**src/hdl/lscs_pkg.sv**
```systemverilog
// Shared types and constants for the line sensor calibrating slave.
// Holds command codes, response bytes, pattern and direction codes.
// No dependencies.
`default_nettype none

package lscs_pkg;

  localparam int SAMPLE_WIDTH_DEF = 10;
  localparam int NUM_CH           = 3;
  localparam int CH_IDX_W         = $clog2(NUM_CH);
  localparam int BYTE_W           = 8;
  localparam int PAT_W            = NUM_CH;
  localparam int DIR_W            = 3;

  localparam logic [BYTE_W-1:0] CMD_PING      = 8'h00;
  localparam logic [BYTE_W-1:0] CMD_CH_FIRST  = 8'h10;
  localparam logic [BYTE_W-1:0] CMD_CH_LAST   = 8'h15;
  localparam logic [BYTE_W-1:0] CMD_CALIBRATE = 8'h37;

  localparam logic [BYTE_W-1:0] RESP_ACK   = 8'hFF;
  localparam logic [BYTE_W-1:0] RESP_RESET = 8'h30;

  localparam logic [PAT_W-1:0] PAT_LOST     = 3'b000;
  localparam logic [PAT_W-1:0] PAT_STRAIGHT = 3'b010;
  localparam logic [PAT_W-1:0] PAT_RIGHT    = 3'b011;
  localparam logic [PAT_W-1:0] PAT_LEFT     = 3'b110;
  localparam logic [PAT_W-1:0] PAT_CROSS    = 3'b111;

  typedef enum logic [DIR_W-1:0] {
    DIR_NONE     = 3'd0,
    DIR_LOST     = 3'd1,
    DIR_STRAIGHT = 3'd2,
    DIR_RIGHT    = 3'd3,
    DIR_LEFT     = 3'd4,
    DIR_CROSS    = 3'd5
  } dir_t;

  typedef struct packed {
    logic accept;
    logic calibrate;
  } xfer_ctl_t;

endpackage

`default_nettype wire

```
**src/hdl/lscs_lane.sv**
```systemverilog
// One sensor lane: running min, max and midpoint threshold of a channel.
// Reports whether the current sample lies above the stored threshold.
// Depends on lscs_pkg.
`default_nettype none

module lscs_lane #(
  parameter int SAMPLE_WIDTH = lscs_pkg::SAMPLE_WIDTH_DEF
) (
  input  wire logic                    clk,
  input  wire logic                    rst_n,
  input  wire lscs_pkg::xfer_ctl_t     ctl,
  input  wire logic [SAMPLE_WIDTH-1:0] sample,
  output logic                         above
);

  logic [SAMPLE_WIDTH:0]   min_r, min_nxt;
  logic [SAMPLE_WIDTH-1:0] max_r, max_nxt;
  logic [SAMPLE_WIDTH-1:0] thr_r, thr_nxt;
  logic [SAMPLE_WIDTH+1:0] sum;
  logic [SAMPLE_WIDTH:0]   sample_ext;

  assign sample_ext = {1'b0, sample};
  assign above      = (sample > thr_r);

  always_comb begin
    min_nxt = (sample_ext < min_r) ? sample_ext : min_r;
    max_nxt = (sample > max_r) ? sample : max_r;
    sum     = {1'b0, min_nxt} + {2'b00, max_nxt};
    thr_nxt = sum[SAMPLE_WIDTH:1];
  end

  always_ff @(posedge clk) begin
    if (!rst_n) begin
      min_r <= {1'b1, {SAMPLE_WIDTH{1'b0}}};
      max_r <= '0;
      thr_r <= '0;
    end else if (ctl.accept && ctl.calibrate) begin
      min_r <= min_nxt;
      max_r <= max_nxt;
      thr_r <= thr_nxt;
    end
  end

endmodule

`default_nettype wire

```
**src/hdl/lscs_merge.sv**
```systemverilog
// Merge stage: combines lane flags into pattern and direction, decodes the
// command into the next response byte, and holds the result register.
// Depends on lscs_pkg.
`default_nettype none

module lscs_merge #(
  parameter int SAMPLE_WIDTH = lscs_pkg::SAMPLE_WIDTH_DEF
) (
  input  wire logic                                       clk,
  input  wire logic                                       rst_n,
  input  wire lscs_pkg::xfer_ctl_t                        ctl,
  input  wire logic [lscs_pkg::BYTE_W-1:0]                cmd,
  input  wire logic [lscs_pkg::NUM_CH-1:0][SAMPLE_WIDTH-1:0] samples,
  input  wire logic [lscs_pkg::NUM_CH-1:0]                above,
  input  wire logic                                       out_stall,
  output logic                                            out_valid,
  output logic [lscs_pkg::BYTE_W-1:0]                     out_tx_byte,
  output logic [lscs_pkg::PAT_W-1:0]                      out_pattern,
  output logic [lscs_pkg::DIR_W-1:0]                      out_direction
);

  logic [lscs_pkg::BYTE_W-1:0] resp_r, resp_nxt;
  lscs_pkg::dir_t              dir_r, dir_nxt;
  logic                        out_valid_r, out_valid_nxt;
  logic [lscs_pkg::BYTE_W-1:0] tx_r;
  logic [lscs_pkg::PAT_W-1:0]  pat_r;
  lscs_pkg::dir_t              odir_r;

  logic [lscs_pkg::BYTE_W-1:0]   off;
  logic [lscs_pkg::CH_IDX_W-1:0] ch;
  logic [SAMPLE_WIDTH-1:0]       sel;
  logic [SAMPLE_WIDTH+7:0]       sel_ext;

  always_comb begin
    dir_nxt = dir_r;
    case (above)
      lscs_pkg::PAT_LOST:     dir_nxt = lscs_pkg::DIR_LOST;
      lscs_pkg::PAT_STRAIGHT: dir_nxt = lscs_pkg::DIR_STRAIGHT;
      lscs_pkg::PAT_RIGHT:    dir_nxt = lscs_pkg::DIR_RIGHT;
      lscs_pkg::PAT_LEFT:     dir_nxt = lscs_pkg::DIR_LEFT;
      lscs_pkg::PAT_CROSS:    dir_nxt = lscs_pkg::DIR_CROSS;
      default:                dir_nxt = dir_r;
    endcase
  end

  always_comb begin
    off      = cmd - lscs_pkg::CMD_CH_FIRST;
    ch       = off[lscs_pkg::CH_IDX_W:1];
    sel      = samples[ch];
    sel_ext  = {8'h00, sel};
    resp_nxt = resp_r;
    if (cmd == lscs_pkg::CMD_PING) begin
      resp_nxt = lscs_pkg::RESP_ACK;
    end else if (cmd >= lscs_pkg::CMD_CH_FIRST && cmd <= lscs_pkg::CMD_CH_LAST) begin
      resp_nxt = off[0] ? sel_ext[15:8] : sel[7:0];
    end else if (cmd == lscs_pkg::CMD_CALIBRATE) begin
      resp_nxt = lscs_pkg::RESP_ACK;
    end
  end

  assign out_valid_nxt = ctl.accept | (out_valid_r & out_stall);

  always_ff @(posedge clk) begin
    if (!rst_n) begin
      resp_r      <= lscs_pkg::RESP_RESET;
      dir_r       <= lscs_pkg::DIR_NONE;
      out_valid_r <= 1'b0;
    end else begin
      out_valid_r <= out_valid_nxt;
      if (ctl.accept) begin
        resp_r <= resp_nxt;
        dir_r  <= dir_nxt;
      end
    end
  end

  always_ff @(posedge clk) begin
    if (ctl.accept) begin
      tx_r   <= resp_r;
      pat_r  <= above;
      odir_r <= dir_nxt;
    end
  end

  assign out_valid     = out_valid_r;
  assign out_tx_byte   = tx_r;
  assign out_pattern   = pat_r;
  assign out_direction = odir_r;

endmodule

`default_nettype wire

```
**src/hdl/line_sensor_calibrating_slave_core.sv**
```systemverilog
// Top level of the line sensor calibrating slave.
// Instantiates one lscs_lane per sensor channel and the lscs_merge stage.
// Depends on lscs_pkg, lscs_lane, lscs_merge.
`default_nettype none

// Each transfer carries a command byte and three sensor samples and yields
// one result in the cycle after it is taken: the response byte loaded by the
// previous command, the above-threshold pattern and the line direction code. A
// new transfer is taken every cycle; the three lanes compare and calibrate in
// parallel within that cycle, and a single result register sits between the
// lanes and the output, so input stalls only while that register holds a
// result that the output side is stalling.

module line_sensor_calibrating_slave_core #(
  parameter int SAMPLE_WIDTH = lscs_pkg::SAMPLE_WIDTH_DEF
) (
  input  wire logic                         clk,
  input  wire logic                         rst_n,
  input  wire logic                         in_valid,
  output logic                              in_stall,
  input  wire logic [lscs_pkg::BYTE_W-1:0]  in_rx_byte,
  input  wire logic [SAMPLE_WIDTH-1:0]      in_sample_ch0,
  input  wire logic [SAMPLE_WIDTH-1:0]      in_sample_ch1,
  input  wire logic [SAMPLE_WIDTH-1:0]      in_sample_ch2,
  output logic                              out_valid,
  input  wire logic                         out_stall,
  output logic [lscs_pkg::BYTE_W-1:0]       out_tx_byte,
  output logic [lscs_pkg::PAT_W-1:0]        out_pattern,
  output logic [lscs_pkg::DIR_W-1:0]        out_direction
);

  lscs_pkg::xfer_ctl_t                              ctl;
  logic [lscs_pkg::NUM_CH-1:0][SAMPLE_WIDTH-1:0]    samples;
  logic [lscs_pkg::NUM_CH-1:0]                      above;

  assign in_stall      = out_valid & out_stall;
  assign ctl.accept    = in_valid & ~in_stall;
  assign ctl.calibrate = (in_rx_byte == lscs_pkg::CMD_CALIBRATE);

  assign samples[0] = in_sample_ch0;
  assign samples[1] = in_sample_ch1;
  assign samples[2] = in_sample_ch2;

  for (genvar i = 0; i < lscs_pkg::NUM_CH; i++) begin : g_lane
    lscs_lane #(
      .SAMPLE_WIDTH (SAMPLE_WIDTH)
    ) u_lane (
      .clk    (clk),
      .rst_n  (rst_n),
      .ctl    (ctl),
      .sample (samples[i]),
      .above  (above[i])
    );
  end

  lscs_merge #(
    .SAMPLE_WIDTH (SAMPLE_WIDTH)
  ) u_merge (
    .clk           (clk),
    .rst_n         (rst_n),
    .ctl           (ctl),
    .cmd           (in_rx_byte),
    .samples       (samples),
    .above         (above),
    .out_stall     (out_stall),
    .out_valid     (out_valid),
    .out_tx_byte   (out_tx_byte),
    .out_pattern   (out_pattern),
    .out_direction (out_direction)
  );

endmodule

`default_nettype wire

```
**config.mk**
```make
export PLATFORM = sky130hd
export DESIGN_NAME = line_sensor_calibrating_slave_core
export DESIGN_NICKNAME = d
export VERILOG_FILES = /design/src/hdl/lscs_pkg.sv /design/src/hdl/lscs_lane.sv /design/src/hdl/lscs_merge.sv /design/src/hdl/line_sensor_calibrating_slave_core.sv
export SDC_FILE = /design/constraint.sdc
export NUM_CORES = 1
export LEC_CHECK = 0
export BUFFER_PORTS_ARGS = -buffer_cell sky130_fd_sc_hd__buf_2
export CORE_MARGIN = 4
export CORE_UTILIZATION = 61
export CTS_BUF_LIST = sky130_fd_sc_hd__clkbuf_4 sky130_fd_sc_hd__clkbuf_8
export CTS_CLUSTER_DIAMETER = 60
export DETAILED_ROUTE_END_ITERATION = 8
export PLACE_DENSITY = 0.8
export SYNTH_ARGS = -nofsm -noshare
export SYNTH_HDL_FRONTEND = slang
export SYNTH_SLANG_ARGS = --single-unit
export TNS_END_PERCENT = 10
```
**constraint.sdc**
```tcl
create_clock -name clk -period 7.5 [get_ports clk]
set_clock_uncertainty 0.2 [all_clocks]
set_input_delay 0.375 -clock clk [delete_from_list [all_inputs] [get_ports clk]]
set_output_delay 0.375 -clock clk [all_outputs]
set_load 0.01 [all_outputs]
```
==> impl_metrics.csv <==
group,metric,value,unit
routing,drt_wl_total,21.84,mm
sta,setup_violations,0,
routing,wl_per_cell,16.53,µm
final_layout,diodes,0,
final_layout,area_growth,8.746,%
final_layout,nets,1281,
routing,vias,7957,
global_route,grt_pass1_wl,36.49,mm
synthesis,syn_nets,1240,
placed_design,place.gp.congestion,0.9021,
global_route,grt_max_degree,76,
synthesis,async_flop_share,0,
synthesis,yosys_warnings,0,
global_route,grt.total_usage,0.2759,
routing,via_per_inst,6.023,
sta,finalWorstSetupSlack,2.528,ns
clocking,clk_path_buf_depth,2,
final_layout,drive_above_1_share,0.1183,
sta,relSlewSlack,0.2571,
clocking,htree_levels,4,
synthesis,synth_commonest_cells,"nand2_1, inv_1, ha_1, dfxtp_1, nor2_1",
floorplanning,die_h,127.5,µm
synthesis,post-synth-top-count-cell,"nand2_1",
sta,final-max-slew-violation-count,0,
synthesis,avgSynthCellArea,8.015,µm²
status,status,"complete, no violations",
critical_path,end_kind,"flip-flop",
floorplanning,dieArea,16260,µm²
critical_path,reg2reg_slack,2.53,ns
placed_design,dp_hpwl,16.21,mm
routing,dr.pass1.iters,8,
sta,finalCriticalPeriod,4.972,ns
clocking,cts.clk_slew.worst_paths,0.08,ns
routing,ant_nets,0,
synthesis,ys_types,79,
pwr,p_total,1.489,mW
sta,hold_viol,0,
placed_design,io_buffers,57,
synthesis,netlist_area,8712,µm²
final_layout,fillers,1174,
synthesis,synth.ff_latch_count,119,
floorplanning,fp.dieW,127.5,µm
synthesis,seq_area_frac_synth,0.2895,
floorplanning,core,13930,µm²
critical_path,required,7.65,ns
floorplanning,io_pins,58,
critical_path,worst_ep_arrival_time,5.12,ns
pwr,p_per_area,157.1,nW/µm²
synthesis,synth_edf_count,14,
clocking,cts-root-buf,"clkbuf_8",
synthesis,syn_inst,1087,
clocking,clock-sinks,119,
hold_path,hp-class,"primary input to flip-flop",
sta,worst_pin_slew,1.110,ns
sta,fin_crit_sh,0.6630,
synthesis,synth_flop_cell,"dfxtp_1",
placed_design,placed_cells,1287,
global_route,grt_pass1_vias,7504,
clocking,worstSkewPairLatency,0.47,ns
sta,clock.fmax,0.2011,GHz
floorplanning,start_util,0.6252,
critical_path,critPathMaxFanout,19,
placed_design,dpl_worst_slack,2.539,ns
pwr,p_leak,3.722,nW
pwr,vdd_drop_max,0.09012,mV
global_route,antenna_found_initial,0,
final_layout,stdcell_count,1321,
synthesis,synth_largest_area_cell,"dfxtp_1",
routing,drt_iter0_markers,668,
critical_path,start_kind,"flip-flop",
sta,fin_tns_setup,0,ns
critical_path,criticalPathCategory,"flip-flop to flip-flop",
routing,drc,0,
flow_run,cap_violations,0,
sta,rsz0062_at_grt,"no",
clocking,postCtsSetupRepairBufs,0,
floorplanning,rows,43,
synthesis,synthTopCellsByArea,"dfxtp_1, ha_1, nand2_1",
synthesis,synth_top_area_share,0.2413,
clocking,cts_inserted_buffers,17,
clocking,tritoncts,"built",
global_route,grt-ovfl-total,0,
-- final timing paths --
| check | start | endpoint | depth (start not counted) |
|---|---|---|---|
| hold reg to reg | u_merge.resp_r[6]$_SDFFE_PN0P_ | u_merge.out_tx_byte[6]$_DFFE_PP_ | 0 |
| setup reg to reg | g_lane[1].u_lane.max_r[3]$_SDFFE_PN0P_ | g_lane[1].u_lane.thr_r[7]$_SDFFE_PN0P_ | 17 |
| hold / removal | in_sample_ch1[5] | g_lane[1].u_lane.min_r[5]$_SDFFE_PN0P_ | 3 |
| setup / recovery | g_lane[1].u_lane.max_r[3]$_SDFFE_PN0P_ | g_lane[1].u_lane.thr_r[7]$_SDFFE_PN0P_ | 17 |
-- worst max-delay path, stage by stage (launching register included) --
cell	delay (ns)
dfxtp_1	0.45
inv_1	0.12
ha_1	0.31
nand4_1	0.14
a211oi_2	0.29
a2111oi_4	0.11
nor2_1	0.87
mux2i_1	0.45
fa_1	0.30
inv_1	0.05
a21oi_1	0.22
inv_1	0.08
maj3_1	0.35
o22ai_1	0.20
or2_1	0.19
a211oi_2	0.06
or3_1	0.38
o311ai_0	0.09
-- cells by family after synthesis --
family	share of synthesized area
AO/OA/AOI/OAI	0.2531
XOR/XNOR	0.02111
adder cells (fa/ha/maj)	0.1667
buffers and inverters	0.06750
flip-flops	0.2895
multiplexers	0.03289
AND/OR/NAND/NOR	0.1692
-- flip-flops by register name, summed over array words and instances, names as in the netlist --
| register | count |
|---|---|
| g_lane.u_lane.min_r | 33 |
| g_lane.u_lane.max_r | 30 |
| g_lane.u_lane.thr_r | 30 |
| u_merge.out_tx_byte | 8 |
| u_merge.resp_r | 8 |
| u_merge.dir_r | 3 |
| u_merge.out_direction | 3 |
| u_merge.out_pattern | 3 |
| u_merge.out_valid | 1 |
-- cell usage in the layout (no fill, tap or decap), types with 8 or more instances in the layout --
cell and n:
nand2_1 124, inv_1 112, ha_1 108, dfxtp_1 105
nor2_1 98, a21oi_1 83, o21ai_0 64, buf_2 57
a211oi_1 51, a21o_1 19, nand3_1 19, nand4_1 18
clkbuf_8 17, mux2i_1 14, xnor2_1 14, edfxtp_1 14
nand2b_1 12, nor3_1 11, o21a_1 11, mux2_2 8
a31oi_1 8
-- metrics by stage --
stage	instance area [µm²]	util	hold slack, ns
2_1_floorplan	8712	-	0.2030
3_3_place_gp	9104	0.6533	0.2209
3_5_place_dp	9104	0.6533	0.2185
4_1_cts	9474	0.6799	0.0002717
5_1_grt	9474	0.6799	0.01055
6_report	9474	0.6799	0.01935
-- area by class of cell --
| type | instances | area (µm²) | area share |
|---|---|---|---|
| inverter | 113 | 424.2 | 0.04477 |
| tap | 180 | 225.2 | 0.02377 |
| timing repair buffer | 64 | 342.8 | 0.03619 |
| clock inverter | 15 | 116.4 | 0.01228 |
| sequential | 119 | 2522 | 0.2662 |
| clock buffer | 17 | 234.0 | 0.02470 |
| multi-input combinational | 813 | 5609 | 0.5920 |
-- power breakdown --
group          internal (mW)  switching [mW]
Combinational          0.115           0.184
Clock                  0.233           0.303
Sequential             0.651         0.00244
-- repair_timing --
item | 4_1_cts | 5_1_grt
hold buffers | 2 | 0
hold endpoints to repair | 2 | 0
gates resized for setup | 0 | 0
-- layer usage --
layer  vias to the layer above  GRT usage  share of wire
met2                       266     0.4404           0.45
met5                         -          0              0
met1                      3644     0.3733           0.46
met3                        50    0.05184          0.068
met4                         0    0.09905          0.025
li1                       3997          -              -
Power figures use the tool's default switching activity.
